==> config.mk <==
export PLATFORM = sky130hd
export DESIGN_NAME = relay_switch_context_controller_flat
export DESIGN_NICKNAME = d
export VERILOG_FILES = /design/src/sv/rsc_pkg.sv /design/src/sv/rsc_if.sv /design/src/sv/rsc_front.sv /design/src/sv/rsc_queue.sv /design/src/sv/rsc_back.sv /design/src/sv/relay_switch_context_controller.sv /design/src/flat_wrapper.sv
export SDC_FILE = /design/constraint.sdc
export NUM_CORES = 1
export LEC_CHECK = 0
export BUFFER_PORTS_ARGS = -buffer_cell sky130_fd_sc_hd__buf_4
export CORE_ASPECT_RATIO = 0.5
export CORE_UTILIZATION = 38
export CTS_CLUSTER_DIAMETER = 60
export DETAILED_ROUTE_END_ITERATION = 16
export SLEW_MARGIN = 20
export SYNTH_ARGS = -nofsm -noshare
export SYNTH_HDL_FRONTEND = slang
export SYNTH_SLANG_ARGS = --single-unit
export TNS_END_PERCENT = 1
==> constraint.sdc <==
create_clock -name clk -period 12.05 [get_ports clk]
set_input_delay 0.6025 -clock clk [delete_from_list [all_inputs] [get_ports clk]]
set_output_delay 0.6025 -clock clk [all_outputs]
set_load 0.01 [all_outputs]
==> src/sv/rsc_pkg.sv <==
// Package for the relay switch context controller.
// Holds the item types, context and register codes shared by the module files.
// No dependencies.
package rsc_pkg;

  localparam int CFG_INDEX_W = 4;
  localparam int CFG_DATA_W  = 16;
  localparam int NOW_W       = 32;
  localparam int INTERVAL_MS_W = 26;
  localparam int MS_PER_S    = 1000;

  localparam logic [CFG_INDEX_W-1:0] REG_BUTTON_MODE       = 4'd0;
  localparam logic [CFG_INDEX_W-1:0] REG_HOLD_TIME         = 4'd1;
  localparam logic [CFG_INDEX_W-1:0] REG_MOTION_ON_TIME    = 4'd2;
  localparam logic [CFG_INDEX_W-1:0] REG_HOLD_EXPIRE_OFF   = 4'd3;
  localparam logic [CFG_INDEX_W-1:0] REG_RELAY_ACTIVE_HIGH = 4'd4;
  localparam logic [CFG_INDEX_W-1:0] REG_LED_ACTIVE_HIGH   = 4'd5;
  localparam logic [CFG_INDEX_W-1:0] REG_MANUAL_ENABLE     = 4'd6;
  localparam logic [CFG_INDEX_W-1:0] REG_MOTION_PRESENT    = 4'd7;

  localparam logic [1:0] OP_POLL = 2'd0;
  localparam logic [1:0] OP_NET  = 2'd1;
  localparam logic [1:0] OP_INIT = 2'd2;

  localparam logic [1:0] BTN_ON_ONLY  = 2'd1;
  localparam logic [1:0] BTN_OFF_ONLY = 2'd2;

  typedef enum logic [1:0] {
    CTX_INIT    = 2'd0,
    CTX_MANUAL  = 2'd1,
    CTX_NETWORK = 2'd2,
    CTX_MOTION  = 2'd3
  } ctx_t;

  typedef enum logic [1:0] {
    KIND_POLL,
    KIND_NET,
    KIND_INIT,
    KIND_NOP
  } kind_t;

  typedef struct packed {
    kind_t             kind;
    logic              want;
    logic              press;
    logic              motion;
    logic [NOW_W-1:0]  now_ms;
  } item_t;

endpackage

==> src/sv/rsc_if.sv <==
// Valid/ready channel interfaces for requests and results.
// Depends on nothing; widths follow the field list of the block.
interface rsc_in_if;
  logic        valid;
  logic        ready;
  logic [1:0]  opcode;
  logic        new_state;
  logic        button_pressed;
  logic        motion_sensed;
  logic [31:0] now_ms;
  modport source (output valid, opcode, new_state, button_pressed, motion_sensed, now_ms,
                  input ready);
  modport sink (input valid, opcode, new_state, button_pressed, motion_sensed, now_ms,
                output ready);
endinterface

interface rsc_out_if;
  logic       valid;
  logic       ready;
  logic       switch_on;
  logic       relay_level;
  logic       led_level;
  logic [1:0] context_res;
  logic       applied;
  modport source (output valid, switch_on, relay_level, led_level, context_res, applied,
                  input ready);
  modport sink (input valid, switch_on, relay_level, led_level, context_res, applied,
                output ready);
endinterface

==> src/sv/rsc_front.sv <==
// Front end: accepts requests and classifies them by opcode.
// Depends on rsc_pkg and rsc_in_if.
module rsc_front (
  input  logic         rst,
  rsc_in_if.sink       in_ch,
  input  logic         q_ready,
  output logic         q_push,
  output rsc_pkg::item_t q_item
);
  import rsc_pkg::*;

  kind_t kind;

  always_comb begin
    unique case (in_ch.opcode)
      OP_POLL: kind = KIND_POLL;
      OP_NET:  kind = KIND_NET;
      OP_INIT: kind = KIND_INIT;
      default: kind = KIND_NOP;
    endcase
  end

  assign in_ch.ready = q_ready && !rst;
  assign q_push      = in_ch.valid && in_ch.ready;
  assign q_item      = '{kind:   kind,
                         want:   in_ch.new_state,
                         press:  in_ch.button_pressed,
                         motion: in_ch.motion_sensed,
                         now_ms: in_ch.now_ms};
endmodule

==> src/sv/rsc_queue.sv <==
// Two-entry request queue between the front and back ends.
// Depends on rsc_pkg.
module rsc_queue (
  input  logic           clk,
  input  logic           rst,
  input  logic           push,
  input  rsc_pkg::item_t push_item,
  output logic           push_ready,
  input  logic           pop,
  output logic           pop_valid,
  output rsc_pkg::item_t pop_item
);
  import rsc_pkg::*;

  item_t      mem [2];
  logic       wr_ptr;
  logic       rd_ptr;
  logic [1:0] count;

  assign push_ready = (count != 2'd2);
  assign pop_valid  = (count != 2'd0);
  assign pop_item   = mem[rd_ptr];

  always_ff @(posedge clk) begin
    if (push) begin
      mem[wr_ptr] <= push_item;
    end
  end

  always_ff @(posedge clk) begin
    if (rst) begin
      wr_ptr <= 1'b0;
      rd_ptr <= 1'b0;
      count  <= 2'd0;
    end else begin
      if (push) wr_ptr <= !wr_ptr;
      if (pop) rd_ptr <= !rd_ptr;
      count <= count + 2'(push) - 2'(pop);
    end
  end

  a_no_overflow: assert property (@(posedge clk) disable iff (rst)
    (count == 2'd2 && !pop) |=> (count == 2'd2))
    else $error("queue lost or gained an entry while full");
  a_pop_needs_entry: assert property (@(posedge clk) disable iff (rst)
    pop |-> pop_valid)
    else $error("pop from an empty queue");
endmodule

==> src/sv/rsc_back.sv <==
// Back end: switch state, configuration registers and the result register.
// Depends on rsc_pkg and rsc_out_if.
module rsc_back #(
  parameter int GUARD_MS       = 2000,
  parameter int MIN_INTERVAL_S = 5
) (
  input  logic                             clk,
  input  logic                             rst,
  input  logic                             cfg_we,
  input  logic [rsc_pkg::CFG_INDEX_W-1:0]  cfg_index,
  input  logic [rsc_pkg::CFG_DATA_W-1:0]   cfg_data,
  input  logic                             q_valid,
  input  rsc_pkg::item_t                   q_item,
  output logic                             q_pop,
  rsc_out_if.source                        out_ch
);
  import rsc_pkg::*;

  logic [1:0]               button_mode;
  logic [INTERVAL_MS_W-1:0] manual_ms;
  logic [INTERVAL_MS_W-1:0] motion_ms;
  logic                     hold_expire_off;
  logic                     relay_active_high;
  logic                     led_active_high;
  logic                     manual_enable;
  logic                     motion_present;

  logic                     is_on;
  ctx_t                     ctx;
  logic [NOW_W-1:0]         last_ms;

  logic                     is_on_next;
  ctx_t                     ctx_next;
  logic                     applied_next;

  logic [CFG_DATA_W-1:0]    clamped;
  logic [INTERVAL_MS_W-1:0] clamped_ms;
  logic [NOW_W-1:0]         elapsed;
  logic                     poll_run;
  logic                     man_act;
  logic                     mot_act;
  logic                     on1;
  ctx_t                     ctx1;
  logic                     set1;

  always_comb begin
    clamped = cfg_data;
    if (cfg_data != '0 && cfg_data < CFG_DATA_W'(MIN_INTERVAL_S)) begin
      clamped = CFG_DATA_W'(MIN_INTERVAL_S);
    end
    clamped_ms = INTERVAL_MS_W'(clamped) * INTERVAL_MS_W'(MS_PER_S);
  end

  always_ff @(posedge clk) begin
    if (rst) begin
      button_mode       <= '0;
      manual_ms         <= '0;
      motion_ms         <= '0;
      hold_expire_off   <= 1'b0;
      relay_active_high <= 1'b1;
      led_active_high   <= 1'b1;
      manual_enable     <= 1'b0;
      motion_present    <= 1'b0;
    end else if (cfg_we) begin
      unique case (cfg_index)
        REG_BUTTON_MODE:       button_mode       <= cfg_data[1:0];
        REG_HOLD_TIME:         manual_ms         <= clamped_ms;
        REG_MOTION_ON_TIME:    motion_ms         <= clamped_ms;
        REG_HOLD_EXPIRE_OFF:   hold_expire_off   <= cfg_data[0];
        REG_RELAY_ACTIVE_HIGH: relay_active_high <= cfg_data[0];
        REG_LED_ACTIVE_HIGH:   led_active_high   <= cfg_data[0];
        REG_MANUAL_ENABLE:     manual_enable     <= cfg_data[0];
        REG_MOTION_PRESENT:    motion_present    <= cfg_data[0];
        default: ;
      endcase
    end
  end

  assign elapsed  = q_item.now_ms - last_ms;
  assign man_act  = (manual_ms != '0);
  assign mot_act  = (motion_ms != '0);
  assign poll_run = (q_item.kind == KIND_POLL) && (elapsed >= NOW_W'(GUARD_MS));

  // The motion step sees the state left by the button step.
  always_comb begin
    on1  = is_on;
    ctx1 = ctx;
    set1 = 1'b0;
    if (poll_run && manual_enable) begin
      if (q_item.press) begin
        case (button_mode)
          BTN_ON_ONLY: begin
            if (!is_on) begin
              on1  = 1'b1;
              ctx1 = CTX_MANUAL;
              set1 = 1'b1;
            end
          end
          BTN_OFF_ONLY: begin
            if (is_on) begin
              on1  = 1'b0;
              ctx1 = CTX_MANUAL;
              set1 = 1'b1;
            end
          end
          default: begin
            on1  = !is_on;
            ctx1 = CTX_MANUAL;
            set1 = 1'b1;
          end
        endcase
      end else if (ctx == CTX_MANUAL && man_act &&
                   elapsed >= NOW_W'(manual_ms)) begin
        on1  = hold_expire_off ? 1'b0 : is_on;
        ctx1 = CTX_INIT;
        set1 = 1'b1;
      end
    end
  end

  always_comb begin
    is_on_next   = on1;
    ctx_next     = ctx1;
    applied_next = set1;
    case (q_item.kind)
      KIND_NET: begin
        if (!((ctx == CTX_MANUAL && man_act) || (ctx == CTX_MOTION && mot_act))) begin
          is_on_next   = q_item.want;
          ctx_next     = CTX_NETWORK;
          applied_next = 1'b1;
        end
      end
      KIND_INIT: begin
        is_on_next   = q_item.want;
        ctx_next     = CTX_INIT;
        applied_next = 1'b1;
      end
      KIND_POLL: begin
        if (poll_run && motion_present && mot_act) begin
          if (q_item.motion) begin
            if (!(ctx1 == CTX_MANUAL && man_act)) begin
              is_on_next   = 1'b1;
              ctx_next     = CTX_MOTION;
              applied_next = 1'b1;
            end
          end else if (on1 && ctx1 == CTX_MOTION &&
                       elapsed >= NOW_W'(motion_ms)) begin
            is_on_next   = 1'b0;
            ctx_next     = CTX_INIT;
            applied_next = 1'b1;
          end
        end
      end
      default: ;
    endcase
  end

  assign q_pop = q_valid && (!out_ch.valid || out_ch.ready);

  always_ff @(posedge clk) begin
    if (rst) begin
      is_on        <= 1'b0;
      ctx          <= CTX_INIT;
      last_ms      <= '0;
      out_ch.valid <= 1'b0;
    end else begin
      if (q_pop) begin
        is_on <= is_on_next;
        ctx   <= ctx_next;
        if (applied_next) last_ms <= q_item.now_ms;
        out_ch.valid <= 1'b1;
      end else if (out_ch.ready) begin
        out_ch.valid <= 1'b0;
      end
    end
  end

  always_ff @(posedge clk) begin
    if (q_pop) begin
      out_ch.switch_on   <= is_on_next;
      out_ch.relay_level <= relay_active_high ? is_on_next : !is_on_next;
      out_ch.led_level   <= led_active_high ? is_on_next : !is_on_next;
      out_ch.context_res <= ctx_next;
      out_ch.applied     <= applied_next;
    end
  end

  a_pop_gives_result: assert property (@(posedge clk) disable iff (rst)
    q_pop |=> out_ch.valid)
    else $error("request taken without a result");
  a_nop_not_applied: assert property (@(posedge clk) disable iff (rst)
    (q_pop && q_item.kind == KIND_NOP) |=> !out_ch.applied)
    else $error("unused opcode reported a set");
  a_applied_stamps: assert property (@(posedge clk) disable iff (rst)
    (q_pop && applied_next) |=> (last_ms == $past(q_item.now_ms)))
    else $error("applied set did not record its time");
  a_idle_keeps_state: assert property (@(posedge clk) disable iff (rst)
    (q_pop && !applied_next) |=> ($stable(is_on) && $stable(ctx) && $stable(last_ms)))
    else $error("state changed without an applied set");
endmodule

==> src/sv/relay_switch_context_controller.sv <==
// Relay switch context controller: one relay with on/off state, context and
// last-activity time. Request channel in_ch carries polls and set requests;
// result channel out_ch returns one result per request, in order.
// Configuration is a plain write port: cfg_we, cfg_index, cfg_data. Indexes
// 0..7 select the button mode, the manual hold time, the motion on-time, the
// switch-off on hold expiry, relay polarity, LED polarity, manual enable and
// motion sensor present; higher indexes are ignored. Write only while no
// request is pending.
// A request accepted on in_ch is held in a two-entry queue; the back end takes
// it from the queue head and its result is registered on out_ch. Throughput
// is one request per cycle while out_ch does not stall; the back end updates
// the state of one request per cycle from the queue head.
// When out_ch stalls the result register holds and the queue fills both its
// entries before in_ch.ready drops.
// Synchronous reset clears the state to off in init context, time 0, and
// restores register defaults (both polarities active high). Ready is low
// while reset is asserted.
// Depends on rsc_pkg, rsc_if, rsc_front, rsc_queue and rsc_back.
module relay_switch_context_controller #(
  parameter int GUARD_MS       = 2000,
  parameter int MIN_INTERVAL_S = 5
) (
  input  logic                            clk,
  input  logic                            rst,
  rsc_in_if.sink                          in_ch,
  rsc_out_if.source                       out_ch,
  input  logic                            cfg_we,
  input  logic [rsc_pkg::CFG_INDEX_W-1:0] cfg_index,
  input  logic [rsc_pkg::CFG_DATA_W-1:0]  cfg_data
);
  import rsc_pkg::*;

  logic  push;
  logic  push_ready;
  item_t push_item;
  logic  pop;
  logic  pop_valid;
  item_t pop_item;

  rsc_front u_front (
    .rst     (rst),
    .in_ch   (in_ch),
    .q_ready (push_ready),
    .q_push  (push),
    .q_item  (push_item)
  );

  rsc_queue u_queue (
    .clk        (clk),
    .rst        (rst),
    .push       (push),
    .push_item  (push_item),
    .push_ready (push_ready),
    .pop        (pop),
    .pop_valid  (pop_valid),
    .pop_item   (pop_item)
  );

  rsc_back #(
    .GUARD_MS       (GUARD_MS),
    .MIN_INTERVAL_S (MIN_INTERVAL_S)
  ) u_back (
    .clk       (clk),
    .rst       (rst),
    .cfg_we    (cfg_we),
    .cfg_index (cfg_index),
    .cfg_data  (cfg_data),
    .q_valid   (pop_valid),
    .q_item    (pop_item),
    .q_pop     (pop),
    .out_ch    (out_ch)
  );
endmodule
==> src/flat_wrapper.sv <==
// flat-port wrapper written by rule: the top's interface ports become plain ports
module relay_switch_context_controller_flat import rsc_pkg::*;
#(
  parameter int GUARD_MS       = 2000,
  parameter int MIN_INTERVAL_S = 5
)
  (clk, rst, cfg_we, cfg_index, cfg_data, in_ch_valid, in_ch_opcode, in_ch_new_state, in_ch_button_pressed, in_ch_motion_sensed, in_ch_now_ms, in_ch_ready, out_ch_valid, out_ch_switch_on, out_ch_relay_level, out_ch_led_level, out_ch_context_res, out_ch_applied, out_ch_ready);
  rsc_in_if in_ch_i ();
  rsc_out_if out_ch_i ();
  input  logic clk;
  input  logic rst;
  input  logic cfg_we;
  input  logic [rsc_pkg::CFG_INDEX_W-1:0] cfg_index;
  input  logic [rsc_pkg::CFG_DATA_W-1:0] cfg_data;
  input wire logic [$bits(in_ch_i.valid)-1:0] in_ch_valid;
  input wire logic [$bits(in_ch_i.opcode)-1:0] in_ch_opcode;
  input wire logic [$bits(in_ch_i.new_state)-1:0] in_ch_new_state;
  input wire logic [$bits(in_ch_i.button_pressed)-1:0] in_ch_button_pressed;
  input wire logic [$bits(in_ch_i.motion_sensed)-1:0] in_ch_motion_sensed;
  input wire logic [$bits(in_ch_i.now_ms)-1:0] in_ch_now_ms;
  output wire logic [$bits(in_ch_i.ready)-1:0] in_ch_ready;
  output wire logic [$bits(out_ch_i.valid)-1:0] out_ch_valid;
  output wire logic [$bits(out_ch_i.switch_on)-1:0] out_ch_switch_on;
  output wire logic [$bits(out_ch_i.relay_level)-1:0] out_ch_relay_level;
  output wire logic [$bits(out_ch_i.led_level)-1:0] out_ch_led_level;
  output wire logic [$bits(out_ch_i.context_res)-1:0] out_ch_context_res;
  output wire logic [$bits(out_ch_i.applied)-1:0] out_ch_applied;
  input wire logic [$bits(out_ch_i.ready)-1:0] out_ch_ready;
  assign in_ch_i.valid = in_ch_valid;
  assign in_ch_i.opcode = in_ch_opcode;
  assign in_ch_i.new_state = in_ch_new_state;
  assign in_ch_i.button_pressed = in_ch_button_pressed;
  assign in_ch_i.motion_sensed = in_ch_motion_sensed;
  assign in_ch_i.now_ms = in_ch_now_ms;
  assign in_ch_ready = in_ch_i.ready;
  assign out_ch_valid = out_ch_i.valid;
  assign out_ch_switch_on = out_ch_i.switch_on;
  assign out_ch_relay_level = out_ch_i.relay_level;
  assign out_ch_led_level = out_ch_i.led_level;
  assign out_ch_context_res = out_ch_i.context_res;
  assign out_ch_applied = out_ch_i.applied;
  assign out_ch_i.ready = out_ch_ready;
  relay_switch_context_controller #(.GUARD_MS(GUARD_MS), .MIN_INTERVAL_S(MIN_INTERVAL_S)) u_core (.clk(clk), .rst(rst), .in_ch(in_ch_i), .out_ch(out_ch_i), .cfg_we(cfg_we), .cfg_index(cfg_index), .cfg_data(cfg_data));
endmodule
==> impl_results.md <==
- Die height: 131 um
- CP Cell Sequence: buf_4 -> mux2_2 -> ha_1 -> and3_1 -> nand3_1 -> o221a_2 -> o21a_2 -> o21ai_1 -> a31oi_1 -> xnor2_1 -> ha_1 -> a21oi_1 -> nor2b_1 -> o21ai_0 -> and4_1 -> o21ai_0 -> a2bb2oi_1 -> nand2_1 -> a21oi_2 -> o32a_4 -> a211oi_4 -> a221oi_2 -> o32a_4 -> xnor2_1
- Worst-skew pair later-pin latency: 0.44 ns
- DR pass1 iterations: 4
- Vias after detailed routing: 9460
- R2R Path End: u_core.u_back.out_ch.relay_level
- Syn nets: 1567
- Share of the synthesized area in the top cell type: 19.0%
- Die footprint: 0.0340 mm^2
- Layout Nets: 1599
- Worst vdd ir: roughly 0.13 mV
- Worst Slack Setup Final: 5.33 ns
- Status: finished clean
- Setup-failing EPs final: 0
- H-tree depth: 4
- DRC errors left: 0
- Total GRT Usage: between 10% and 20%
- Post-DR vias/cell: 5.28
- Combinational share of power: 63.4%
- Initial Utilization: around 39%
- Setup CP Type: register to register
- Crit-path slowest cell: dfxtp_2
- RSZ-0062 raised after global routing: no
- Final Max Slew Viols: 0
- CTS Sinks: 174
- Worst Max-Slew Pin Slew: 1.01 ns
- Max-capacitance violation count: 0
- Worst-path maximum fanout: 24
- Post-Place Setup Slack: 5.35 ns
- Synth Area in Adders: 22.0%
- Global-route wire length before repair: 47500 um
- Initial DRC count: ~660
- CTS Hold Buffers Added: 0
- Max Clock Skew: 0.0110 ns
- Die Wd: 260 um
- Seq/Total Area, Yosys: about a third
- Yosys top cell by area: edfxtp_1
- Post-layout min period: between 6 and 7 ns
- RePlAce Congestion: 0.868
- Final setup TNS: 0 ns
- FMAX: 0.149 GHz
- Synth Area in XOR/XNOR: 3.62%
- Inst Count DP: 1761
- Root Driver: clkbuf_16
- Synth Area in Simple Gates: 14.4%
- Final antenna-violating net count: 0
- Endpoint, Worst Hold: u_core.u_queue.mem[1][17]
- Power Dens Cells: 256 mW/mm^2
- Vias in the first global route: 9277
- Startpoint types: register
- Num CTS Buffers: 17
- Mux contribution to synthesized area: 4.13%
- Synth area leaders: edfxtp_1 19%, dfxtp_1 15%, ha_1 13%
- Sw frac: a little under half
- #FFs+latches synth: between 150 and 200
- Count leader, synth: ha_1
- Ys Warns: 0
- Non-Filler Instances: roughly 1800
- Worst-path clk slew: 0.07 ns
- Async S/R FF share, synth: 0%
- Mean Syn Cell Area: between 9 and 10 um^2
- Leak pwr: 5.40 nW
- Largest family of logic cells by synthesized area: adder cells
- Reg power frac: approximately a fifth
- Clk pwr share: 15.6%
- Hold WC Path Type: primary input to register
- Largest buffer count on any clock path: 2
- CTS tree: built
- Syn Inst Count: 1316
- Placed wire-length estimate: around 23000 um
- Post-Syn Area: 0.0126 mm^2
- Final WL: roughly 29000 um
- Critical path endpoint category: register
- R2r setup slk: roughly 5.3 ns
- P_int: just under 2 mW
- Port buffer count: 69
- Worst path max stage delay: 0.66 ns
- Crit path DAT: 6.91 ns
- Hold Crit Depth: 1
- Area grow syn2layout: 11.5%
- Reg2reg path depth: 24
- Pin count of the biggest net entering global routing: 66
- Global route overflow: 0
- Initial antenna violation count: 0
- Psw: 1.63 mW
- Worst rel slew slack: 32.5%
- Period utilization: 55.8%
- Post-synth top flop: dfxtp_1
- Final Hold Viols: 0
- Worst Path Required: 12.24 ns
- Wire length per cell: 16.4 um
- Antenna diodes: 0
- Floorplan row count: 46
- Core box area: 0.0322 mm^2
- Hold Startpoint: in_ch_now_ms[17]
- Netlist cell types: between 80 and 90
- Fraction of layout cells with a size suffix above 1: 12.3%
- Commonest cells post-synth: 134 x ha_1, 126 x inv_1, 118 x nand2_1
- # resized after CTS: 0
- Num ports: 70
- Compound-Gate Fraction of Synth Area: 16.1%
- Post-synth EDFFs: 80
- Setup repair bufs after CTS: 0
## registers in the layout, summed over array words and instances (netlist names), named ones only
register                          count
u_core.u_back.motion_present          1
u_core.u_back.out_ch.led_level        1
u_core.u_back.motion_ms              23
u_core.u_back.led_active_high         1
u_core.u_back.button_mode             2
u_core.u_back.hold_expire_off         1
u_core.u_back.last_ms                32
u_core.u_back.out_ch.relay_level      1
u_core.u_back.out_ch.context_res      2
u_core.u_queue.count                  2
u_core.u_queue.wr_ptr                 1
u_core.u_back.out_ch.valid            1
u_core.u_queue.mem                   74
u_core.u_back.manual_enable           1
u_core.u_queue.rd_ptr                 1
u_core.u_back.ctx                     2
u_core.u_back.manual_ms              23
u_core.u_back.out_ch.applied          1
u_core.u_back.relay_active_high       1
u_core.u_back.out_ch.switch_on        1
u_core.u_back.is_on                   1
## worst max-delay path, delay by kind of cell, from the launching register on
kind | cells | cell delay, ns
simple gates | 5 | 0.81
fa+ha+maj | 2 | 0.79
mux | 1 | 0.40
flops | 1 | 0.66
xor+xnor | 2 | 0.58
compound gates | 13 | 2.77
buf+inv | 1 | 0.43
## power groups by stage
stage / Sequential [mW] / Clock, mW / Combinational (mW)
2_1_floorplan: 0.753 / 0 / 1.74
3_3_place_gp: 0.767 / 0 / 2.21
3_5_place_dp: 0.768 / 0 / 2.27
4_1_cts: 0.755 / 0.575 / 2.28
5_1_grt: 0.765 / 0.595 / 2.57
6_report: 0.755 / 0.564 / 2.29
## cell usage in the layout (no fill, tap or decap), drive strengths merged, types with 6 or more instances in the layout
| cell | Yosys | layout |
|---|---|---|
| nor2 | 102 | 102 |
| xnor2 | 29 | 29 |
| o31ai | 6 | 6 |
| mux2 | 33 | 33 |
| mux2i | 15 | 15 |
| a211oi | 44 | 44 |
| a21o | 23 | 23 |
| clkbuf | 53 | 17 |
| nor2b | 15 | 15 |
| o311ai | 6 | 6 |
| ha | 134 | 134 |
| dfxtp | 94 | 94 |
| and3 | 7 | 7 |
| nor3 | 20 | 20 |
| xor2 | 21 | 21 |
| nand2 | 118 | 118 |
| nand4 | 13 | 13 |
| a31oi | 6 | 6 |
| fa | 55 | 55 |
| nand3 | 23 | 23 |
| a21oi | 102 | 102 |
| nand2b | 10 | 10 |
| clkinv | 1 | 8 |
| o21bai | 7 | 7 |
| nor4 | 20 | 20 |
| edfxtp | 80 | 80 |
| buf | 9 | 75 |
| o21a | 14 | 14 |
| nand3b | 8 | 8 |
| o21ai | 42 | 42 |
| inv | 126 | 129 |
## metal layers
layer  wire length, um  vias up  track usage (%)
met1             14900     4530             24.8
met5                 0        -                0
li1                  -     4735                -
met2             13000      162             28.2
met4               490        0             5.54
met3               990       33             2.74
## worst max-delay path by stage
stage                                        to  cells past startpoint        start
2_1_floorplan       u_core.u_back.motion_ms[25]                     25  cfg_data[0]
3_3_place_gp           u_core.u_back.last_ms[4]                     24     register
3_5_place_dp          u_core.u_back.last_ms[25]                     24     register
4_1_cts               u_core.u_back.last_ms[28]                     24     register
5_1_grt               u_core.u_back.last_ms[26]                     24     register
6_report       u_core.u_back.out_ch.relay_level                     24     register
## cell type report
| cell class | instances | area [um^2] |
|---|---|---|
| clock buffers | 17 | 425 |
| well taps | 432 | 541 |
| fillers | 3019 | 18100 |
| flip-flops and latches | 174 | 4290 |
| repair buffers | 75 | 563 |
| inverters | 127 | 477 |
| clock inverters | 15 | 169 |
| multi-input cells | 953 | 7620 |
## logic make-up (layout without fill, tap and decap cells)
family	count (synthesis)	after routing
buffers and inverters	189	234
xor gates and xnor gates	50	50
DFF	174	174
adders and majority gates	189	189
AOI/OAI and AO/OA	295	295
muxes	48	48
and+or+nand+nor	371	371
## per-stage QoR
stage               power (mW)  utilization [%]  hold WS [ns]  cell area, um^2
CTS                       3.61             43.8         0.314            14100
finish                    3.61             43.8         0.340            14100
global route              3.93             43.8         0.322            14100
detailed placement        3.03             41.9         0.451            13500
floorplan                 2.49                -         0.436            12600
global placement          2.97             41.9         0.446            13500
(Power assumes the default switching activity.)
